File: config.mk
export PLATFORM = sky130hd
export DESIGN_NAME = parity_basis_independent_model_eval
export DESIGN_NICKNAME = d
export VERILOG_FILES = /design/src/design/pbim_pkg.sv /design/src/design/parity_basis_independent_model_eval.sv /design/src/design/pbim_table.sv /design/src/design/pbim_eval.sv
export SDC_FILE = /design/constraint.sdc
export NUM_CORES = 2
export LEC_CHECK = 0
export BUFFER_PORTS_ARGS = -buffer_cell sky130_fd_sc_hd__buf_4
export CAP_MARGIN = 10
export CELL_PAD_IN_SITES_DETAIL_PLACEMENT = 1
export CELL_PAD_IN_SITES_GLOBAL_PLACEMENT = 1
export CORE_MARGIN = 2
export CORE_UTILIZATION = 30
export CTS_BUF_LIST = sky130_fd_sc_hd__clkbuf_8
export DETAILED_ROUTE_END_ITERATION = 10
export HOLD_SLACK_MARGIN = 0.06
export PLACE_DENSITY_LB_ADDON = 0.1
export SLEW_MARGIN = 10
export SYNTH_ARGS = -nofsm -noshare
export SYNTH_HDL_FRONTEND = slang
export SYNTH_HIERARCHICAL = 1
export SYNTH_SLANG_ARGS = --single-unit
File: constraint.sdc
create_clock -name i_clk -period 11.6 [get_ports i_clk]
set_clock_uncertainty 0.15 [all_clocks]
set_input_delay 2.32 -clock i_clk [delete_from_list [all_inputs] [get_ports i_clk]]
set_output_delay 2.32 -clock i_clk [all_outputs]
set_load 0.05 [all_outputs]
File: src/design/pbim_pkg.sv
package pbim_pkg;

    // Q1.16 probability format; PROB_ONE stands for one
    localparam int unsigned PROB_FRAC = 16;
    localparam int unsigned PROB_W    = 17;
    localparam int unsigned WORD_W    = 32;
    localparam int unsigned CFG_W     = 6;

    localparam logic [PROB_W-1:0] PROB_ONE = PROB_W'(1) << PROB_FRAC;

    // request opcodes
    localparam logic OP_LOAD = 1'b0;
    localparam logic OP_EVAL = 1'b1;

    typedef struct packed {
        logic              opcode;
        logic [4:0]        row_index;
        logic [WORD_W-1:0] row_mask;
        logic [PROB_W-1:0] row_prob;
        logic [WORD_W-1:0] state_in;
    } t_req;

    typedef struct packed {
        logic [WORD_W-1:0] new_state;
        logic [PROB_W-1:0] probability;
    } t_rsp;

endpackage

File: src/design/parity_basis_independent_model_eval.sv
// Parity-basis independent model evaluator.
//
// Input channel (i_valid / o_ready, payload i_req) carries two kinds of request.
// A load request (opcode OP_LOAD) writes one basis row: mask and p1. It gives no
// response and does not make the block busy, so loads can follow back to back. An
// out-of-range row index is dropped; p1 above one is clipped to one. An evaluate
// request (opcode OP_EVAL) transforms a state into the operator basis and returns
// one response on the output channel (o_valid / i_ready, payload o_rsp): new_state
// and the Q1.16 probability. The first table read is issued in the accepting
// cycle, each following cycle folds in one row (one table read and one multiply
// into the running product), and the finish state then hands the result over to
// the output register. o_ready stays low until the evaluator is idle again. A
// stalled receiver holds its response in the output register; the next evaluate
// request still runs, then waits at the handover with o_ready low. active_rows
// is written through i_cfg_we / i_cfg_wdata; the user must do so only while the
// block is idle, which the block itself does not enforce. Reset clears the
// evaluator state, the output valid and active_rows; the basis table is not
// cleared and rows must be loaded before they are evaluated.
module parity_basis_independent_model_eval #(
    parameter int unsigned N_BITS   = 32,
    parameter int unsigned MAX_ROWS = 32
) (
    input  logic                          i_clk,
    input  logic                          i_rst_n,
    input  logic                          i_valid,
    output logic                          o_ready,
    input  pbim_pkg::t_req                i_req,
    output logic                          o_valid,
    input  logic                          i_ready,
    output pbim_pkg::t_rsp                o_rsp,
    input  logic                          i_cfg_we,
    input  logic [pbim_pkg::CFG_W-1:0]    i_cfg_wdata
);

    localparam int unsigned IW = (MAX_ROWS > 1) ? $clog2(MAX_ROWS) : 1;
    localparam int unsigned CW = $clog2(MAX_ROWS + 1);
    localparam logic [pbim_pkg::WORD_W-1:0] BITS_MASK =
        pbim_pkg::WORD_W'((64'd1 << N_BITS) - 64'd1);
    localparam logic [5:0] MAX_ROWS_IDX = 6'(MAX_ROWS);

    logic [pbim_pkg::CFG_W-1:0]  r_active;
    logic                        w_accept;
    logic                        w_we;
    logic                        w_start;
    logic                        w_busy;
    logic [pbim_pkg::PROB_W-1:0] w_wprob;
    logic                        w_rd_en;
    logic [IW-1:0]               w_rd_addr;
    logic [pbim_pkg::WORD_W-1:0] w_rd_mask;
    logic [pbim_pkg::PROB_W-1:0] w_rd_prob;

    // active row count register
    always_ff @(posedge i_clk) begin
        if (!i_rst_n) begin
            r_active <= '0;
        end else if (i_cfg_we) begin
            r_active <= i_cfg_wdata;
        end
    end

    assign o_ready  = !w_busy;
    assign w_accept = i_valid && o_ready;

    // load: drop rows past the table, clip p1 at one
    assign w_we    = w_accept && (i_req.opcode == pbim_pkg::OP_LOAD)
                     && ({1'b0, i_req.row_index} < MAX_ROWS_IDX);
    assign w_wprob = (i_req.row_prob > pbim_pkg::PROB_ONE) ? pbim_pkg::PROB_ONE
                                                            : i_req.row_prob;
    assign w_start = w_accept && (i_req.opcode == pbim_pkg::OP_EVAL);

    pbim_table #(
        .MAX_ROWS (MAX_ROWS),
        .IW       (IW)
    ) u_table (
        .i_clk   (i_clk),
        .i_we    (w_we),
        .i_waddr (i_req.row_index[IW-1:0]),
        .i_wmask (i_req.row_mask & BITS_MASK),
        .i_wprob (w_wprob),
        .i_re    (w_rd_en),
        .i_raddr (w_rd_addr),
        .o_rmask (w_rd_mask),
        .o_rprob (w_rd_prob)
    );

    pbim_eval #(
        .MAX_ROWS (MAX_ROWS),
        .IW       (IW),
        .CW       (CW)
    ) u_eval (
        .i_clk     (i_clk),
        .i_rst_n   (i_rst_n),
        .i_start   (w_start),
        .i_state   (i_req.state_in & BITS_MASK),
        .i_active  (r_active),
        .o_busy    (w_busy),
        .o_rd_en   (w_rd_en),
        .o_rd_addr (w_rd_addr),
        .i_rd_mask (w_rd_mask),
        .i_rd_prob (w_rd_prob),
        .o_valid   (o_valid),
        .i_ready   (i_ready),
        .o_rsp     (o_rsp)
    );

    // the running product never grows past one
    a_prob_le_one: assert property (@(posedge i_clk) disable iff (!i_rst_n)
        o_valid |-> (o_rsp.probability <= pbim_pkg::PROB_ONE))
        else $error("probability above one");

    // a table write never shares a cycle with an evaluation read
    a_no_rw_overlap: assert property (@(posedge i_clk) disable iff (!i_rst_n)
        !(w_we && w_rd_en))
        else $error("table write during evaluation read");

    // an accepted evaluate request holds off the next request
    a_eval_blocks: assert property (@(posedge i_clk) disable iff (!i_rst_n)
        (i_valid && o_ready && (i_req.opcode == pbim_pkg::OP_EVAL)) |=> !o_ready)
        else $error("request accepted while evaluating");

endmodule

File: src/design/pbim_table.sv
module pbim_table #(
    parameter int unsigned MAX_ROWS = 32,
    parameter int unsigned IW       = 5
) (
    input  logic                          i_clk,
    input  logic                          i_we,
    input  logic [IW-1:0]                 i_waddr,
    input  logic [pbim_pkg::WORD_W-1:0]   i_wmask,
    input  logic [pbim_pkg::PROB_W-1:0]   i_wprob,
    input  logic                          i_re,
    input  logic [IW-1:0]                 i_raddr,
    output logic [pbim_pkg::WORD_W-1:0]   o_rmask,
    output logic [pbim_pkg::PROB_W-1:0]   o_rprob
);

    logic [pbim_pkg::WORD_W-1:0] r_mask_mem [MAX_ROWS];
    logic [pbim_pkg::PROB_W-1:0] r_prob_mem [MAX_ROWS];

    always_ff @(posedge i_clk) begin
        if (i_we) begin
            r_mask_mem[i_waddr] <= i_wmask;
            r_prob_mem[i_waddr] <= i_wprob;
        end
    end

    // registered read port
    always_ff @(posedge i_clk) begin
        if (i_re) begin
            o_rmask <= r_mask_mem[i_raddr];
            o_rprob <= r_prob_mem[i_raddr];
        end
    end

endmodule

File: src/design/pbim_eval.sv
module pbim_eval #(
    parameter int unsigned MAX_ROWS = 32,
    parameter int unsigned IW       = 5,
    parameter int unsigned CW       = 6
) (
    input  logic                          i_clk,
    input  logic                          i_rst_n,
    input  logic                          i_start,
    input  logic [pbim_pkg::WORD_W-1:0]   i_state,
    input  logic [pbim_pkg::CFG_W-1:0]    i_active,
    output logic                          o_busy,
    output logic                          o_rd_en,
    output logic [IW-1:0]                 o_rd_addr,
    input  logic [pbim_pkg::WORD_W-1:0]   i_rd_mask,
    input  logic [pbim_pkg::PROB_W-1:0]   i_rd_prob,
    output logic                          o_valid,
    input  logic                          i_ready,
    output pbim_pkg::t_rsp                o_rsp
);

    typedef enum logic [2:0] {
        S_IDLE = 3'b001,
        S_RUN  = 3'b010,
        S_FIN  = 3'b100
    } t_state;

    localparam logic [pbim_pkg::CFG_W-1:0] MAX_ROWS_CFG = pbim_pkg::CFG_W'(MAX_ROWS);

    t_state                        r_state, n_state;
    logic [CW-1:0]                 r_rows, n_rows;
    logic [CW-1:0]                 r_cnt, n_cnt;
    logic [IW-1:0]                 r_cons, n_cons;
    logic [pbim_pkg::WORD_W-1:0]   r_st, n_st;
    logic [pbim_pkg::WORD_W-1:0]   r_ns, n_ns;
    logic [pbim_pkg::PROB_W-1:0]   r_prob, n_prob;
    logic                          r_out_valid, n_out_valid;
    pbim_pkg::t_rsp                r_rsp, n_rsp;

    logic [CW-1:0]                 w_rows;
    logic                          w_odd;
    logic [pbim_pkg::PROB_W-1:0]   w_factor;
    logic [2*pbim_pkg::PROB_W-1:0] w_prod;
    logic                          w_out_free;

    assign w_rows = (i_active > MAX_ROWS_CFG) ? CW'(MAX_ROWS) : CW'(i_active);

    assign w_odd    = ^(i_rd_mask & r_st);
    assign w_factor = w_odd ? i_rd_prob : (pbim_pkg::PROB_ONE - i_rd_prob);
    assign w_prod   = r_prob * w_factor;

    assign w_out_free = !r_out_valid || i_ready;

    always_comb begin
        o_rd_en   = 1'b0;
        o_rd_addr = '0;
        unique case (r_state)
            S_IDLE: begin
                o_rd_en = i_start && (w_rows != '0);
            end
            S_RUN: begin
                o_rd_en   = r_cnt < r_rows;
                o_rd_addr = r_cnt[IW-1:0];
            end
            S_FIN: begin
                o_rd_en = 1'b0;
            end
            default: begin
                o_rd_en = 1'b0;
            end
        endcase
    end

    always_comb begin
        n_state     = r_state;
        n_rows      = r_rows;
        n_cnt       = r_cnt;
        n_cons      = r_cons;
        n_st        = r_st;
        n_ns        = r_ns;
        n_prob      = r_prob;
        n_rsp       = r_rsp;
        n_out_valid = r_out_valid && !i_ready;
        unique case (r_state)
            S_IDLE: begin
                if (i_start) begin
                    n_rows  = w_rows;
                    n_cnt   = CW'(1);
                    n_cons  = '0;
                    n_st    = i_state;
                    n_ns    = '0;
                    n_prob  = pbim_pkg::PROB_ONE;
                    n_state = (w_rows == '0) ? S_FIN : S_RUN;
                end
            end
            S_RUN: begin
                // fold in the row read last cycle, issue the next read
                n_prob = w_prod[pbim_pkg::PROB_FRAC +: pbim_pkg::PROB_W];
                n_ns   = r_ns | (pbim_pkg::WORD_W'(w_odd) << r_cons);
                n_cnt  = r_cnt + CW'(1);
                n_cons = r_cons + IW'(1);
                if (CW'(r_cons) == r_rows - CW'(1)) begin
                    n_state = S_FIN;
                end
            end
            S_FIN: begin
                if (w_out_free) begin
                    n_rsp.new_state   = r_ns;
                    n_rsp.probability = r_prob;
                    n_out_valid       = 1'b1;
                    n_state           = S_IDLE;
                end
            end
            default: begin
                n_state = S_IDLE;
            end
        endcase
    end

    always_ff @(posedge i_clk) begin
        if (!i_rst_n) begin
            r_state     <= S_IDLE;
            r_out_valid <= 1'b0;
        end else begin
            r_state     <= n_state;
            r_out_valid <= n_out_valid;
        end
    end

    always_ff @(posedge i_clk) begin
        r_rows <= n_rows;
        r_cnt  <= n_cnt;
        r_cons <= n_cons;
        r_st   <= n_st;
        r_ns   <= n_ns;
        r_prob <= n_prob;
        r_rsp  <= n_rsp;
    end

    assign o_busy  = r_state != S_IDLE;
    assign o_valid = r_out_valid;
    assign o_rsp   = r_rsp;

endmodule
Yosys cells after proc, flatten, opt, wreduce, memory -nomap -nowiden
Memory sizes are Yosys's and may differ from the RTL's. A register that Yosys moved wholly into a read port is not among the register bits.
Index checks and enable logic that the tools add are counted.

storage, ports and cells
  output and inout port bits = 51
  RAM bits = 1568
  logic and storage cells = 72
  memories kept = 2
  bits in registers = 157
  input bits = 98

memories
  memory              depth  width  read ports  clocked after memory_dff  wr ports  line              RTL
  u_table.r_mask_mem  32     32     1           1                         1         pbim_table.sv:16  logic [pbim_pkg::WORD_W-1:0] r_mask_mem [MAX_ROWS];
  u_table.r_prob_mem  32     17     1           1                         1         pbim_table.sv:17  logic [pbim_pkg::PROB_W-1:0] r_prob_mem [MAX_ROWS];

operators by class
  add/sub/neg operators = 4
  shift-type cells = 1
  eq/ne operators = 8
  bitwise operators = 3
  magnitude comparators = 3
  reductions and logical operators = 17
  $mul = 1
  muxes and demuxes = 22

operator list
  operator                                                          count
  32-bit case mux with 2 select lines                               1
  17-bit two-way mux                                                3
  17-bit case mux with 2 select lines                               1
  17-bit by 17-bit multiplier with 33-bit output                    1
  32-bit AND                                                        1
  32-bit two-way mux                                                1
  32-bit bitwise OR                                                 1
  32-bit XOR reduction                                              1
  1-bit by 5-bit left shift with 32-bit output                      1
  17-bit greater-than comparator (second input constant)            1
  17-bit subtractor (first input constant)                          1
  3-bit two-way mux                                                 4
  6-bit two-way mux                                                 2
  6-bit case mux with 2 select lines                                1
  5-bit two-way mux                                                 2
  5-bit case mux with 2 select lines                                1
  3-bit case mux with 3 select lines                                1
  6-bit by 1-bit adder with 6-bit output (second input constant)    1
  5-bit by 6-bit == test with 1-bit output                          1
  6-bit greater-than comparator (second input constant)             1
  6-bit zero test                                                   1
  6-bit < comparator                                                1
  2-bit by 1-bit != test with 1-bit output (second input constant)  3
  2-bit AND reduction                                               3
  15 further kinds                                                  24

Logic depth before layout (Yosys ltp)
  depth in word-level cells = 6
  gate-level depth with buffers = 33
  gate-level depth less buffers = 32

By module
Netlist, hierarchy kept.

modules (own cells, without submodules)
  module                               area each (um^2)  times used  cells an instance  sequential area each (um^2)
  pbim_table                           62344.8           1           3435               48556.6
  pbim_eval                            15159.5           1           1457               4494.3
  parity_basis_independent_model_eval  445.4             1           45                 120.1

Least setup slack after synthesis
No wires, ideal clock.

  kind = register -> register
  start point = reg u_table/o_rprob[3] (netlist name), read port of u_table.r_prob_mem
  end point = reg u_eval/r_prob[16] (netlist name) (data pin)
  path slack = 3.125 ns
  buffers on the path = 1
  arrival = 8.048 ns
  setup time = 0.276 ns
  data required time = 11.174 ns
  clock period less this slack = 8.475 ns
  cell stages (with the launch flop) = 29
  path through = edfxtp_1 or4_4 or3_4 or4_4 or3_4 o31ai_1 xnor2_1 clkbuf_1 nand2_1 fa_1 fa_1 inv_1 fa_1 fa_1 fa_1 inv_1 fa_1 inv_1 ha_1 nand4_1 a2111oi_0 a22oi_1 a31oi_1 a221oi_1 nor2b_1 o21a_1 nor2_1 xnor3_1 nand2_1

on the way
  word-level cells in the longest chain between the ends = 4

ends and longest elaborated chain
  item                                              line              RTL
  start: declaration                                pbim_table.sv:13  output logic [pbim_pkg::PROB_W-1:0] o_rprob
  17-bit subtractor                                 pbim_eval.sv:48   assign w_factor = w_odd ? i_rd_prob : (pbim_pkg::PROB_ONE - i_rd_prob);
  17-bit two-way mux *                              pbim_eval.sv:48
  17-bit by 17-bit multiplier with 33-bit output *  pbim_eval.sv:49   assign w_prod = r_prob * w_factor;
  17-bit case mux with 2 select lines *             pbim_eval.sv:83   unique case (r_state)
  end signal: assignment                            pbim_eval.sv:135  r_prob <= n_prob;
  end: declaration                                  pbim_eval.sv:35   logic [pbim_pkg::PROB_W-1:0] r_prob, n_prob;

Mark *: on every way between the ends. The rest lies on a longest branch, timed or not.
A chain may end at the register's enable or synchronous reset.

Worst setup path after layout
Same ends and word-level chain as after synthesis.

==> results.md <==
* Register area at around 53000 sq um
* Max transition margin at a little under an eighth
* Ys flop type: edfxtp_1
* Antenna Nets Post-Route at 0
* Seq/Total Area, Yosys at roughly 68%
* Crit path from: u_table/o_rprob[3]$_DFFE_PP_
* Initial Util at 30.1%
* TritonCTS Buffers at 331
* Post-synthesis mux area share at 10.2%
* Final Hold Viols at 0
* CP Capture Type: flop
* Worst R2R Path Depth at 27
* Layout cells sized above 1 at 13.7%
* Complex-gate fraction of the synthesized area at between 4 and 5%
* Routability Congestion at between 0.7 and 0.8
* Most common cell on crit path: fa_1
* TritonRoute pass-1 iters at 5
* Post-synth EDFFs at 1764
* Synth Register Bits at 1774
* Post-synth design cell area at just under 80000 sq um
* Final setup viols at 0
* Gate Count Post-Synth at 4937
* DR DRC count at 0
* Status: finished clean
* Post-CTS setup buffer count at 0
* Post-Syn Nets at between 5000 and 6000
* First-pass GRT wire length at 354 mm
* Slowest cell on crit path: xnor2_2
* Final period util at between 80% and 90%
* WL per Instance at 28.0 um
* Synthesis Warnings at 6
* R2r startpoint: u_table/o_rprob[3]$_DFFE_PP_
* H-tree depth at 5
* Largest family of logic cells by synthesized area: multiplexers
* GRT met2 Usage at between 30% and 40%
* Pins Over Slew Limit at 0
* Vias per inst at around 5
* Initial antenna violation count at 31
* Overflow after GRT at 0
* Chip width at 514 um
* Fmax at ~100 MHz
* Fillers at 26400
* Net count reported at finish at 5740
* Io pins at about 150
* Input/output buffers at between 100 and 150
* CP arrival at 10.14 ns
* Die footprint at 264000 sq um
* Library cells used by synthesis at 57
* Die Ht at slightly above 500 um
* Initial DRC count at 2659
* Critical path type: flop to flop
* Final wirelength at 250 mm
* Synth Area in Simple Gates at 5.54%
* Tmin final at 9.65 ns
* CP Launch Type: flop
* Slowest stage delay, CP at 0.63 ns
* TNS Setup at 0 ns
* Worst-case clock buffer depth at 4
* Final core occ at 34.5%
* Cells resized by post-CTS repair at 0
* Mapped Avg Cell Area at between 15 and 20 sq um
* Detail Placement HPWL at 138 mm
* Multi-input gate area at around 23000 sq um
* Post-CTS Hold Fix Bufs at 0
* Slew @ Worst Pin at 1.32 ns
* Crit-path max FO at 16
* Global route hottest layer: met2
* Async SR Flop Fraction at 0%
* Reg-to-reg endpoint: u_eval/r_prob[16]$_SDFFCE_PN1P_
* Worst-path clk slew at 0.06 ns
* Vias in the first global route at 47200
* GRT met1 Usage at between 20% and 30%
* Vias post-DR at 43600
* Clk Latency, worst-skew pair at 0.97 ns
* Core Rows at 187
* Area grow syn2layout at 14.6%
* R2R Setup Slk at 1.95 ns
* Xor/xnor share of the synthesized area at 0.904%
* Core ar. at 259000 sq um
* Max-cap violation count at 0
* CP endpoint: u_eval/r_prob[16]$_SDFFCE_PN1P_
* Clock sinks at 1774
* GR Util All Layers at 18.8%
* GR met3 Demand/Resource at 2.88%
* Adder-cell share of the synthesized area at 7.46%
* RSZ-0062 raised after global routing: no
* CTS root buf: clkbuf_8
* Worst hold-check path type: flop to flop
* Largest net degree at the start of global routing at between 100 and 150
* TritonCTS clock tree: built
* Worst Path Required at about 12 ns
flip-flops by register name (all words and copies together), names as in the netlist:
register,count
r_active,6
u_eval/o_rsp,49
u_eval/o_valid,1
u_eval/r_cnt,6
u_eval/r_cons,5
u_eval/r_ns,32
u_eval/r_prob,17
u_eval/r_rows,6
u_eval/r_st,32
u_eval/r_state,3
u_table/o_rmask,32
u_table/o_rprob,17
u_table/r_mask_mem,1024
u_table/r_prob_mem,544
metal layers:
layer,vias to the layer above,part of all wire (%)
li1,19200,-
met1,23100,44
met2,832,50
met3,422,3.6
met4,26,3.1
met5,-,0.066
metrics by stage:
| step | area, sq um | instances | hold slack [ns] | worst slack (ns) |
|---|---|---|---|---|
| after global routing | 89300 | 8942 | 0.323 | 1.43 |
| after CTS | 89300 | 8940 | 0.305 | 1.98 |
| final | 89300 | 8943 | 0.298 | 1.95 |
| after floorplan | 77900 | 4937 | 0.277 | 3.13 |
| after detailed placement | 83500 | 8379 | 0.293 | 1.99 |
| after global placement | 83500 | 8379 | 0.290 | 2.17 |
cells in the mapped netlist (3+ instances only):
cell type,number,area share [%]
nor2_1,99,0.48
a21o_1,10,0.096
nand3_1,158,1.0
xor2_1,24,0.27
nor4_4,3,0.082
edfxtp_1,1764,68
and3_1,6,0.048
dfxtp_1,10,0.26
mux2i_1,791,10
or3b_2,3,0.034
inv_1,274,1.3
nand2b_1,16,0.13
nand2_1,347,1.7
o21a_1,3,0.029
nor3b_1,8,0.077
a31oi_1,53,0.43
and2_1,95,0.76
xnor2_1,52,0.58
o21ai_0,19,0.12
nand4_1,3,0.024
a21oi_1,196,1.3
nor2b_1,76,0.61
nand3b_1,5,0.048
clkbuf_1,125,0.60
buf_4,42,0.40
buf_1,8,0.039
a22oi_1,148,1.4
ha_1,111,1.8
buf_6,27,0.39
o31ai_1,5,0.048
buf_2,46,0.30
a22o_1,99,1.1
nor3_1,56,0.36
fa_1,221,5.7
cell usage in the layout, fill, tap and decap left out, types with 6 or more instances in the layout:
cell and instances:
mux2i_1 791, inv_6 7, edfxtp_1 1764, nor2b_2 13, nand2_1 346, a21o_1 10
clkinvlp_4 10, nor3_1 55, inv_8 8, nor2_4 33, clkbuf_8 333, dfxtp_1 10
bufinv_16 7, o21ai_0 19, nor2_1 67, xor2_1 24, clkinv_2 23, clkinv_1 61
a22o_1 98, nand3_1 158, xnor2_1 50, inv_1 385, a22oi_1 148, fa_1 221
nor2b_1 58, a21oi_1 196, buf_4 280, buf_12 8, nand2b_1 13, and2_1 94
ha_1 111, a31oi_1 53, nor2b_4 6
cells by family (layout without fill, tap and decap cells):
family          after synthesis  count (layout)
xor+xnor                     78              78
compound gates              547             547
flops                      1774            1774
fa+ha+maj                   332             332
buf+inv                     522            1123
simple gates                893             893
mux                         791             791
other cells                   0               3
critical path: cells and delay by family, from the launching register on:
family / cells / cell delay, ns
buf+inv: 2 / 0.09
xor+xnor: 2 / 0.98
compound gates: 5 / 1.66
flops: 1 / 0.48
fa+ha+maj: 7 / 3.22
simple gates: 11 / 2.81
area by class of cell:
type | instances | area share [%]
clock buffers | 333 | 5.13
clock inverters | 228 | 1.35
diodes | 3 | 0.00840
multi-input cells | 2641 | 25.5
well taps | 3402 | 4.77
flip-flops and latches | 1774 | 59.5
repair buffers | 288 | 2.53
inverters | 274 | 1.16
worst min path at each step:
stage                                              from                    endpoint  slack (ns)  depth (start not counted)
final                     u_eval/r_ns[19]$_SDFFCE_PN0P_  u_eval/o_rsp[36]$_DFFE_PP_        0.30                          0
after global routing      u_eval/r_ns[18]$_SDFFCE_PN0P_  u_eval/o_rsp[35]$_DFFE_PP_        0.32                          0
after CTS                  u_eval/r_ns[6]$_SDFFCE_PN0P_  u_eval/o_rsp[23]$_DFFE_PP_        0.30                          0
after detailed placement   u_eval/r_ns[6]$_SDFFCE_PN0P_  u_eval/o_rsp[23]$_DFFE_PP_        0.29                          0
after global placement    u_eval/r_ns[10]$_SDFFCE_PN0P_  u_eval/o_rsp[27]$_DFFE_PP_        0.29                          0
after floorplan            u_eval/r_ns[0]$_SDFFCE_PN0P_  u_eval/o_rsp[17]$_DFFE_PP_        0.28                          0
Power is not shown: default switching activity piles up to over one toggle a cycle in this logic, so the estimate is an artifact.
